[src/hdl/mec_pkg.sv]
// ----------------------------------------------------------------------------
// mec_pkg: shared constants for the Mandelbrot escape-count core
// Field widths, register map and register reset values.
// ----------------------------------------------------------------------------
package mec_pkg;

    // Fixed field widths
    localparam int DIM_W  = 13;   // image_width / image_height registers
    localparam int PIX_W  = 12;   // pixel_col / pixel_row
    localparam int ITER_W = 16;   // max_iterations register

    // Configuration port
    localparam int APB_AW = 4;
    localparam int APB_DW = 32;

    // Register index, taken from paddr[3:2]
    typedef enum logic [1:0] {
        REG_IMAGE_WIDTH    = 2'd0,
        REG_IMAGE_HEIGHT   = 2'd1,
        REG_MAX_ITERATIONS = 2'd2
    } reg_idx_t;

    // Register reset values
    localparam logic [DIM_W-1:0]  RST_IMAGE_WIDTH    = 13'd640;
    localparam logic [DIM_W-1:0]  RST_IMAGE_HEIGHT   = 13'd480;
    localparam logic [ITER_W-1:0] RST_MAX_ITERATIONS = 16'd256;

endpackage

[src/hdl/mec_div.sv]
// ----------------------------------------------------------------------------
// mec_div: restoring divider for the pixel-to-plane mapping
// Divides {dividend, FRAC_BITS+1 zero bits} by divisor, one quotient bit per
// cycle. done pulses for one cycle when the quotient is valid.
// ----------------------------------------------------------------------------
module mec_div #(
    parameter int FRAC_BITS = 28
) (
    input  logic                                   clk,
    input  logic                                   rst_n,
    input  logic                                   start,
    input  logic [mec_pkg::DIM_W-1:0]              dividend,
    input  logic [mec_pkg::DIM_W-1:0]              divisor,
    output logic                                   done,
    output logic [mec_pkg::DIM_W+FRAC_BITS:0]      quotient
);

    localparam int DW = mec_pkg::DIM_W;
    localparam int QW = DW + FRAC_BITS + 1;
    localparam int CW = $clog2(QW + 1);

    logic [QW-1:0] acc_reg;     // dividend bits shifting out, quotient bits in
    logic [DW-1:0] rem_reg;
    logic [CW-1:0] cnt_reg;
    logic          done_reg;

    logic [DW:0]   shifted;
    logic [DW+1:0] diff;
    logic          qbit;

    // Trial subtract
    assign shifted = {rem_reg, acc_reg[QW-1]};
    assign diff    = {1'b0, shifted} - {2'b00, divisor};
    assign qbit    = ~diff[DW+1];

    // Control
    always_ff @(posedge clk or negedge rst_n)
    begin
        if (!rst_n)
        begin
            cnt_reg  <= '0;
            done_reg <= 1'b0;
        end
        else
        begin
            done_reg <= 1'b0;
            if (start)
            begin
                cnt_reg <= CW'(QW);
            end
            else if (cnt_reg != '0)
            begin
                cnt_reg  <= cnt_reg - CW'(1);
                done_reg <= (cnt_reg == CW'(1));
            end
        end
    end

    // Datapath
    always_ff @(posedge clk)
    begin
        if (start)
        begin
            acc_reg <= {dividend, {(FRAC_BITS + 1){1'b0}}};
            rem_reg <= '0;
        end
        else if (cnt_reg != '0)
        begin
            acc_reg <= {acc_reg[QW-2:0], qbit};
            rem_reg <= qbit ? diff[DW-1:0] : shifted[DW-1:0];
        end
    end

    assign done     = done_reg;
    assign quotient = acc_reg;

endmodule

[src/hdl/mandelbrot_escape_count_core.sv]
// ----------------------------------------------------------------------------
// mandelbrot_escape_count_core: Mandelbrot escape-time counter
// Maps a pixel to a point c, iterates z = z^2 + c with one shared multiplier
// and reports the iteration count and an in-set flag.
// ----------------------------------------------------------------------------
// Sequence: two divisions (real part, then imaginary part), then the iteration
//   loop; done rises when the limit or the bounds check ends the loop, or when
//   the magnitude test does.
// Throughput: one pixel at a time; busy for the whole transaction (divider, then
//   one shared multiplier, 3 products per iteration). The receiver cannot stall.
// Reset: asynchronous, active low; registers return to 640/480/256, idle.
// ----------------------------------------------------------------------------
module mandelbrot_escape_count_core #(
    parameter int MAX_DIM    = 4096,
    parameter int COUNT_BITS = 16,
    parameter int FRAC_BITS  = 28
) (
    input  logic                          clk,
    input  logic                          rst_n,
    // Configuration port
    input  logic                          psel,
    input  logic                          penable,
    input  logic                          pwrite,
    input  logic [mec_pkg::APB_AW-1:0]    paddr,
    input  logic [mec_pkg::APB_DW-1:0]    pwdata,
    output logic [mec_pkg::APB_DW-1:0]    prdata,
    output logic                          pready,
    // Command
    input  logic                          start,
    output logic                          busy,
    input  logic [mec_pkg::PIX_W-1:0]     pixel_col,
    input  logic [mec_pkg::PIX_W-1:0]     pixel_row,
    // Result
    output logic                          done,
    output logic [COUNT_BITS-1:0]         escape_count,
    output logic                          in_set
);

    localparam int DW  = mec_pkg::DIM_W;
    localparam int QW  = DW + FRAC_BITS + 1;   // divider quotient width
    localparam int ZW  = FRAC_BITS + 5;        // x, y, c: |v| <= 12.0
    localparam int MW  = FRAC_BITS + 3;        // multiplier operand: |v| <= 2.0
    localparam int PW  = 2 * MW;
    localparam int NW  = DW + 2;               // 2*pos - span
    localparam int LW  = (COUNT_BITS > mec_pkg::ITER_W) ? COUNT_BITS : mec_pkg::ITER_W;

    localparam logic signed [ZW-1:0] TWO    = ZW'(2) <<< FRAC_BITS;
    localparam logic signed [ZW-1:0] M_TWO  = -TWO;
    localparam logic signed [ZW:0]   FOUR   = (ZW + 1)'(4) <<< FRAC_BITS;
    localparam logic [QW-1:0]        C_LIM  = QW'(1) << (FRAC_BITS + 3);
    localparam logic [LW-1:0]        C_MAX  = LW'((64'd1 << COUNT_BITS) - 64'd1);

    typedef enum logic [2:0] {
        S_IDLE,
        S_DIV_RE,
        S_DIV_IM,
        S_TEST,
        S_SQ_Y,
        S_SQ_XY,
        S_UPD
    } state_t;

    // ------------------------------------------------------------------
    // Configuration registers
    // ------------------------------------------------------------------
    logic [DW-1:0]              width_reg;
    logic [DW-1:0]              height_reg;
    logic [mec_pkg::ITER_W-1:0] max_it_reg;
    logic                       cfg_wr;

    assign pready = 1'b1;
    assign cfg_wr = psel & penable & pwrite & pready;

    always_ff @(posedge clk or negedge rst_n)
    begin
        if (!rst_n)
        begin
            width_reg  <= mec_pkg::RST_IMAGE_WIDTH;
            height_reg <= mec_pkg::RST_IMAGE_HEIGHT;
            max_it_reg <= mec_pkg::RST_MAX_ITERATIONS;
        end
        else if (cfg_wr)
        begin
            case (mec_pkg::reg_idx_t'(paddr[3:2]))
                mec_pkg::REG_IMAGE_WIDTH:    width_reg  <= pwdata[DW-1:0];
                mec_pkg::REG_IMAGE_HEIGHT:   height_reg <= pwdata[DW-1:0];
                mec_pkg::REG_MAX_ITERATIONS: max_it_reg <= pwdata[mec_pkg::ITER_W-1:0];
                default: ;
            endcase
        end
    end

    // Register read-back
    always_comb
    begin
        case (mec_pkg::reg_idx_t'(paddr[3:2]))
            mec_pkg::REG_IMAGE_WIDTH:    prdata = mec_pkg::APB_DW'(width_reg);
            mec_pkg::REG_IMAGE_HEIGHT:   prdata = mec_pkg::APB_DW'(height_reg);
            mec_pkg::REG_MAX_ITERATIONS: prdata = mec_pkg::APB_DW'(max_it_reg);
            default:                     prdata = '0;
        endcase
    end

    // ------------------------------------------------------------------
    // Effective dimensions and limit
    // ------------------------------------------------------------------
    logic [DW-1:0]         w_eff;
    logic [DW-1:0]         h_eff;
    logic [LW-1:0]         max_it_ext;
    logic [COUNT_BITS-1:0] limit_eff;

    always_comb
    begin
        // zero width reads as one, oversized dimensions clip to MAX_DIM
        if (width_reg == '0)
            w_eff = DW'(1);
        else if (32'(width_reg) > 32'(MAX_DIM))
            w_eff = DW'(MAX_DIM);
        else
            w_eff = width_reg;

        if (32'(height_reg) > 32'(MAX_DIM))
            h_eff = DW'(MAX_DIM);
        else
            h_eff = height_reg;

        max_it_ext = LW'(max_it_reg);
        limit_eff  = (max_it_ext > C_MAX) ? COUNT_BITS'(C_MAX) : COUNT_BITS'(max_it_ext);
    end

    // ------------------------------------------------------------------
    // State and datapath registers
    // ------------------------------------------------------------------
    state_t                  state_reg;
    logic                    done_reg;
    logic [COUNT_BITS-1:0]   count_reg;
    logic                    in_set_reg;

    logic [mec_pkg::PIX_W-1:0] row_reg;
    logic [COUNT_BITS-1:0]     limit_reg;
    logic                      neg_reg;
    logic signed [ZW-1:0]      c_re_reg;
    logic signed [ZW-1:0]      c_im_reg;
    logic signed [ZW-1:0]      x_reg;
    logic signed [ZW-1:0]      y_reg;
    logic signed [ZW-1:0]      xx_reg;
    logic signed [ZW-1:0]      yy_reg;
    logic signed [PW-1:0]      prod_reg;

    logic accept;
    assign busy   = (state_reg != S_IDLE);
    assign accept = start & ~busy;

    // ------------------------------------------------------------------
    // Coordinate mapping: numerator select and divider
    // ------------------------------------------------------------------
    logic [mec_pkg::PIX_W-1:0] num_pos;
    logic [DW-1:0]             num_span;
    logic signed [NW-1:0]      num;
    logic                      num_neg;
    logic [NW-1:0]             num_abs;
    logic                      div_start;
    logic                      div_done;
    logic [QW-1:0]             div_q;
    logic [QW-1:0]             q_sat;
    logic signed [ZW-1:0]      c_val;

    always_comb
    begin
        if (state_reg == S_IDLE)
        begin
            num_pos  = pixel_col;
            num_span = w_eff;
        end
        else
        begin
            num_pos  = row_reg;
            num_span = h_eff;
        end
        num     = $signed({1'b0, num_pos, 1'b0}) - $signed({2'b00, num_span});
        num_neg = num[NW-1];
        num_abs = num_neg ? NW'(-num) : NW'(num);
    end

    assign div_start = accept | ((state_reg == S_DIV_RE) & div_done);

    mec_div #(
        .FRAC_BITS (FRAC_BITS)
    ) u_div (
        .clk      (clk),
        .rst_n    (rst_n),
        .start    (div_start),
        .dividend (num_abs[DW-1:0]),
        .divisor  (w_eff),
        .done     (div_done),
        .quotient (div_q)
    );

    // Saturate to +-8.0 and apply the sign (truncation toward zero)
    always_comb
    begin
        q_sat = (div_q > C_LIM) ? C_LIM : div_q;
        c_val = neg_reg ? -$signed(ZW'(q_sat)) : $signed(ZW'(q_sat));
    end

    // ------------------------------------------------------------------
    // Shared multiplier and iteration arithmetic
    // ------------------------------------------------------------------
    logic signed [MW-1:0] mul_a;
    logic signed [MW-1:0] mul_b;
    logic signed [PW-1:0] prod_full;
    logic signed [ZW-1:0] prod_sq;
    logic signed [ZW-1:0] prod_xy2;
    logic signed [ZW:0]   sq_sum;
    logic signed [ZW-1:0] x_new;
    logic signed [ZW-1:0] y_new;
    logic                 out_of_box;
    logic                 at_limit;

    always_comb
    begin
        case (state_reg)
            S_SQ_Y:
            begin
                mul_a = MW'(y_reg);
                mul_b = MW'(y_reg);
            end
            S_SQ_XY:
            begin
                mul_a = MW'(x_reg);
                mul_b = MW'(y_reg);
            end
            default:
            begin
                mul_a = MW'(x_reg);
                mul_b = MW'(x_reg);
            end
        endcase
        prod_full = PW'(mul_a) * PW'(mul_b);
    end

    // Floor to the fixed-point grid; x*y is doubled by shifting one less
    assign prod_sq  = ZW'(prod_reg >>> FRAC_BITS);
    assign prod_xy2 = ZW'(prod_reg >>> (FRAC_BITS - 1));
    assign sq_sum   = (ZW + 1)'(xx_reg) + (ZW + 1)'(yy_reg);
    assign x_new    = xx_reg - yy_reg + c_re_reg;
    assign y_new    = prod_xy2 + c_im_reg;

    assign out_of_box = (x_reg > TWO) || (x_reg < M_TWO) ||
                        (y_reg > TWO) || (y_reg < M_TWO);
    assign at_limit   = (count_reg >= limit_reg);

    // ------------------------------------------------------------------
    // Sequencer: state, count and result strobe
    // ------------------------------------------------------------------
    always_ff @(posedge clk or negedge rst_n)
    begin
        if (!rst_n)
        begin
            state_reg  <= S_IDLE;
            done_reg   <= 1'b0;
            count_reg  <= '0;
            in_set_reg <= 1'b0;
        end
        else
        begin
            done_reg <= 1'b0;
            case (state_reg)
                S_IDLE:
                begin
                    if (accept)
                    begin
                        count_reg <= '0;
                        state_reg <= S_DIV_RE;
                    end
                end
                S_DIV_RE:
                begin
                    if (div_done)
                        state_reg <= S_DIV_IM;
                end
                S_DIV_IM:
                begin
                    if (div_done)
                        state_reg <= S_TEST;
                end
                S_TEST:
                begin
                    if (at_limit || out_of_box)
                    begin
                        done_reg   <= 1'b1;
                        in_set_reg <= (count_reg == limit_reg);
                        state_reg  <= S_IDLE;
                    end
                    else
                    begin
                        state_reg <= S_SQ_Y;
                    end
                end
                S_SQ_Y:  state_reg <= S_SQ_XY;
                S_SQ_XY: state_reg <= S_UPD;
                S_UPD:
                begin
                    if (sq_sum > FOUR)
                    begin
                        done_reg   <= 1'b1;
                        in_set_reg <= (count_reg == limit_reg);
                        state_reg  <= S_IDLE;
                    end
                    else
                    begin
                        count_reg <= count_reg + COUNT_BITS'(1);
                        state_reg <= S_TEST;
                    end
                end
                default: state_reg <= S_IDLE;
            endcase
        end
    end

    // Payload registers
    always_ff @(posedge clk)
    begin
        if (div_start)
            neg_reg <= num_neg;

        if (accept)
        begin
            row_reg   <= pixel_row;
            limit_reg <= limit_eff;
            x_reg     <= '0;
            y_reg     <= '0;
        end

        if ((state_reg == S_DIV_RE) && div_done)
            c_re_reg <= c_val;
        if ((state_reg == S_DIV_IM) && div_done)
            c_im_reg <= c_val;

        case (state_reg)
            S_TEST:  prod_reg <= prod_full;
            S_SQ_Y:
            begin
                xx_reg   <= prod_sq;
                prod_reg <= prod_full;
            end
            S_SQ_XY:
            begin
                yy_reg   <= prod_sq;
                prod_reg <= prod_full;
            end
            S_UPD:
            begin
                x_reg <= x_new;
                y_reg <= y_new;
            end
            default: ;
        endcase
    end

    assign done         = done_reg;
    assign escape_count = count_reg;
    assign in_set       = in_set_reg;

    // ------------------------------------------------------------------
    // Assertions
    // ------------------------------------------------------------------
    a_done_single: assert property (@(posedge clk) disable iff (!rst_n)
        done_reg |=> !done_reg)
        else $error("result strobe longer than one cycle");

    a_count_bound: assert property (@(posedge clk) disable iff (!rst_n)
        done_reg |-> (count_reg <= limit_reg))
        else $error("escape count beyond the limit");

    a_in_set_flag: assert property (@(posedge clk) disable iff (!rst_n)
        done_reg |-> (in_set_reg == (count_reg == limit_reg)))
        else $error("in_set does not match the count");

    a_accept_busy: assert property (@(posedge clk) disable iff (!rst_n)
        accept |=> busy)
        else $error("not busy after accepting a command");

    a_mul_range: assert property (@(posedge clk) disable iff (!rst_n)
        (state_reg == S_SQ_Y) |-> !out_of_box)
        else $error("multiplier operand out of range");

endmodule

[config.mk]
export PLATFORM = sky130hd
export DESIGN_NAME = mandelbrot_escape_count_core
export DESIGN_NICKNAME = d
export VERILOG_FILES = /design/src/hdl/mec_pkg.sv /design/src/hdl/mec_div.sv /design/src/hdl/mandelbrot_escape_count_core.sv
export SDC_FILE = /design/constraint.sdc
export NUM_CORES = 2
export LEC_CHECK = 0
export BUFFER_PORTS_ARGS = -buffer_cell sky130_fd_sc_hd__buf_2
export CAP_MARGIN = 20
export CORE_MARGIN = 5
export CORE_UTILIZATION = 40
export CTS_BUF_LIST = sky130_fd_sc_hd__clkbuf_8
export CTS_CLUSTER_DIAMETER = 100
export CTS_CLUSTER_SIZE = 14
export DETAILED_ROUTE_END_ITERATION = 7
export GPL_TIMING_DRIVEN = 0
export MAX_ROUTING_LAYER = met4
export PLACE_DENSITY = 0.53
export SLEW_MARGIN = 20
export SYNTH_ARGS = -nofsm -noshare
export SYNTH_HDL_FRONTEND = slang
export SYNTH_SLANG_ARGS = --single-unit
[constraint.sdc]
create_clock -name clk -period 33.5 [get_ports clk]
set_input_delay 5.025 -clock clk [delete_from_list [all_inputs] [get_ports clk]]
set_output_delay 5.025 -clock clk [all_outputs]
set_load 0.02 [all_outputs]
==> summary.md <==
| Metric | Value |
|---|---|
| CTS HTree Levels | `2` |
| R2r worst-path depth | `34` |
| Final period utilization | `43.8%` |
| Resize count post-CTS | `0` |
| Post-synthesis sequential area ratio | `19.5%` |
| Setup violators final | `0` |
| Die Y-Extent | `382 um` |
| Drt wl/cell | `25.9 um` |
| Setup TNS | `0 ns` |
| Final WS setup | `between 15 and 20 ns` |
| Via/cell ratio | `~5.4` |
| Max-slew violations | `0` |
| Final Net Count | `7,433` |
| TritonCTS Buffers | `34` |
| #FFs+latches synth | `just under 400` |
| Largest net degree at the start of global routing | `57` |
| Status | `complete, no violations` |
| Antenna violations before repair | `5` |
| Die area | `146,000 um^2` |
| Max reg flops | `42` |
| HP Start | `max_it_ext[10]$_DFFE_PN0P_` |
| Root Buffer | `clkbuf_8` |
| R2R Path Start | `state_reg[2]$_DFFE_PN0P_` |
| Cts hold-fix bufs | `0` |
| Clk_lat worst skew | `0.64 ns` |
| Clock-pin slew on the worst setup and hold paths | `0.11 ns` |
| Slew headroom | `roughly 14%` |
| IO Count | `118` |
| GP Congestion | `1.00` |
| Placed cell area | `58,500 um^2` |
| Port bufs | `81` |
| Ys async rst share | `a little under a fifth` |
| FILL cells | `13,800` |
| Vias in the first global route | `43,600` |
| TritonCTS clock tree | `done` |
| Clock skew | `0.0410 ns` |
| Residual DRC | `0` |
| Main synth FF type | `edfxtp_1` |
| Routed Antenna Nets | `0` |
| Max frequency | `just under 0.07 GHz` |
| Count of final hold-check violations | `0` |
| CP endpoint kind | `flop` |
| CP max FO | `10` |
| Setup Buffers After CTS | `0` |
| Critical path's most frequent cell | `fa_1` |
| Hold Path Cell Cnt | `0` |
| Die width | `382 um` |
| Final WL | `between 200,000 and 250,000 um` |
| Dpl hpwl | `around 170,000 um` |
| Reg2Reg Capture Point | `prod_reg[60]$_DFFE_PP_` |
| Critical Path AT | `15.06 ns` |
| Hold EP | `limit_reg[10]$_DFFE_PP_` |
| Layout cells sized above 1 | `5.41%` |
| Max-cap violations | `0` |
| RSZ-0062 raised after global routing | `false` |
| Ys Warns | `0` |
| Synth Instances | `~6,000` |
| Final instance area | `59,200 um^2` |
| Global route total overflow | `0` |
| CP Launch Type | `flop` |
| CTS Sinks | `386` |
| Multi-input gate area | `39,200 um^2` |
| Number of enable flip-flop cells after synthesis | `roughly 270` |
| Clk buf depth | `3` |
| GRT Overall Usage | `28.7%` |
| Synth Cell Area | `55,400 um^2` |
| Syn Area/Cell | `9.46 um^2` |
| Min Hold Slack | `0.474 ns` |
| Starting DRT DRC Count | `3,967` |
| Slew @ Worst Pin | `1.28 ns` |
| Global-route wire length before repair | `297,000 um` |
| Worst EP required | `about 34 ns` |
| Kind of critical path | `reg -> reg` |
| Netlist cell types | `84` |
| Seq. cell area | `between 10,000 and 15,000 um^2` |
| Placement Setup Slack | `around 19 ns` |
| Via Count | `42,200` |
| Core area | `roughly 140,000 um^2` |
| CP peak stage delay | `slightly below 0.9 ns` |
| Row count | `136` |
| Final min period | `14.66 ns` |
| Router iterations before antenna repair | `6` |
| Layout area overhead | `6.76%` |
| Reg2reg setup slack | `18.84 ns` |
| Starting Density | `between 40% and 50%` |
| HP Class | `reg -> reg` |
| Crit path max-delay cell type | `nor2b_1` |
## cell families after synthesis
| kind of cell | after synthesis | share of synthesized area (%) |
|---|---|---|
| and+or+nand+nor | 1798 | 13.5 |
| buffers and inverters | 1441 | 9.99 |
| adders and majority gates | 1365 | 45.0 |
| AOI/OAI and AO/OA | 538 | 6.31 |
| DFF | 386 | 19.5 |
| muxes | 166 | 3.17 |
| xor gates and xnor gates | 160 | 2.53 |
| other | 2 | 0.0136 |
## cells in the mapped netlist (38+ instances only)
master	instances	area share [%]
a21o_1	50	0.68
a21oi_1	141	1.3
clkbuf_1	189	1.3
dfrtp_1	63	2.8
dfxtp_1	42	1.5
edfxtp_1	274	15
fa_1	1044	38
ha_1	321	7.2
inv_1	1216	8.2
mux2_2	76	1.5
mux2i_1	90	1.6
nand2_1	799	5.4
nand3_1	38	0.34
nor2_1	702	4.8
nor3_1	50	0.45
o21ai_0	121	1.1
xnor2_1	94	1.5
xor2_1	66	1.0
## final cells by class
type	instances	share of cell area, %
Multi-Input combinational cell	4044	66.3
Sequential cell	386	18.3
Inverter	1216	7.72
Tap cell	1794	3.79
Buffer	225	1.68
Timing Repair Buffer	95	1.13
Clock buffer	37	0.861
Clock inverter	20	0.190
Antenna cell	4	0.0169
## metrics by stage
stage,instances,utilization (%)
2_1_floorplan,5871,-
3_3_place_gp,7746,42.2
3_5_place_dp,7760,42.5
4_1_cts,7817,43.0
5_1_grt,7819,43.0
6_report,7821,43.0
## cell usage in the layout (no fill, tap or decap), types with 25 or more instances in the layout
cell,count
nor4_1,32
o21ai_0,121
o21a_1,26
clkbuf_1,173
dfrtp_1,63
fa_1,1043
a21oi_1,141
mux2_2,76
xnor2_1,94
nor2_1,700
xor2_1,66
inv_1,1231
dfxtp_1,42
a21o_1,50
nor3_1,50
a211oi_1,26
mux2i_1,68
clkbuf_8,40
edfxtp_1,274
nand3_1,38
nand2_1,797
nand2b_1,36
ha_1,321
nand4_1,25
nor2b_1,25
buf_2,81
## worst max-delay path by stage
stage	endpoint	startpoint	depth (start not counted)
2_1_floorplan	prdata[10]	paddr[2]	4
3_3_place_gp	prod_reg[60]$_DFFE_PP_	state_reg[1]$_DFFE_PN0P_	34
3_5_place_dp	prod_reg[60]$_DFFE_PP_	state_reg[1]$_DFFE_PN0P_	34
4_1_cts	prod_reg[60]$_DFFE_PP_	state_reg[2]$_DFFE_PN0P_	34
5_1_grt	prod_reg[60]$_DFFE_PP_	state_reg[2]$_DFFE_PN0P_	34
6_report	prod_reg[60]$_DFFE_PP_	state_reg[2]$_DFFE_PN0P_	34
## routing by layer
layer	up-vias	routed length, um	global-route usage, %
met1	21500	82400	37.3
met3	477	17900	5.61
met4	0	11000	11.6
met5	-	0	-
met2	1909	91000	44.3
li1	18300	-	-
## worst max-delay path: cells and delay by family (launching register included)
kind,cells,cell delay (ns)
fa+ha+maj,9,4.45
simple gates,5,1.97
xor+xnor,1,0.13
compound gates,11,3.84
flops,1,0.36
buf+inv,8,3.62
Power is left out: the tool's default activity adds up to more than one toggle a clock period on the data nets, which glitch-free logic cannot reach.
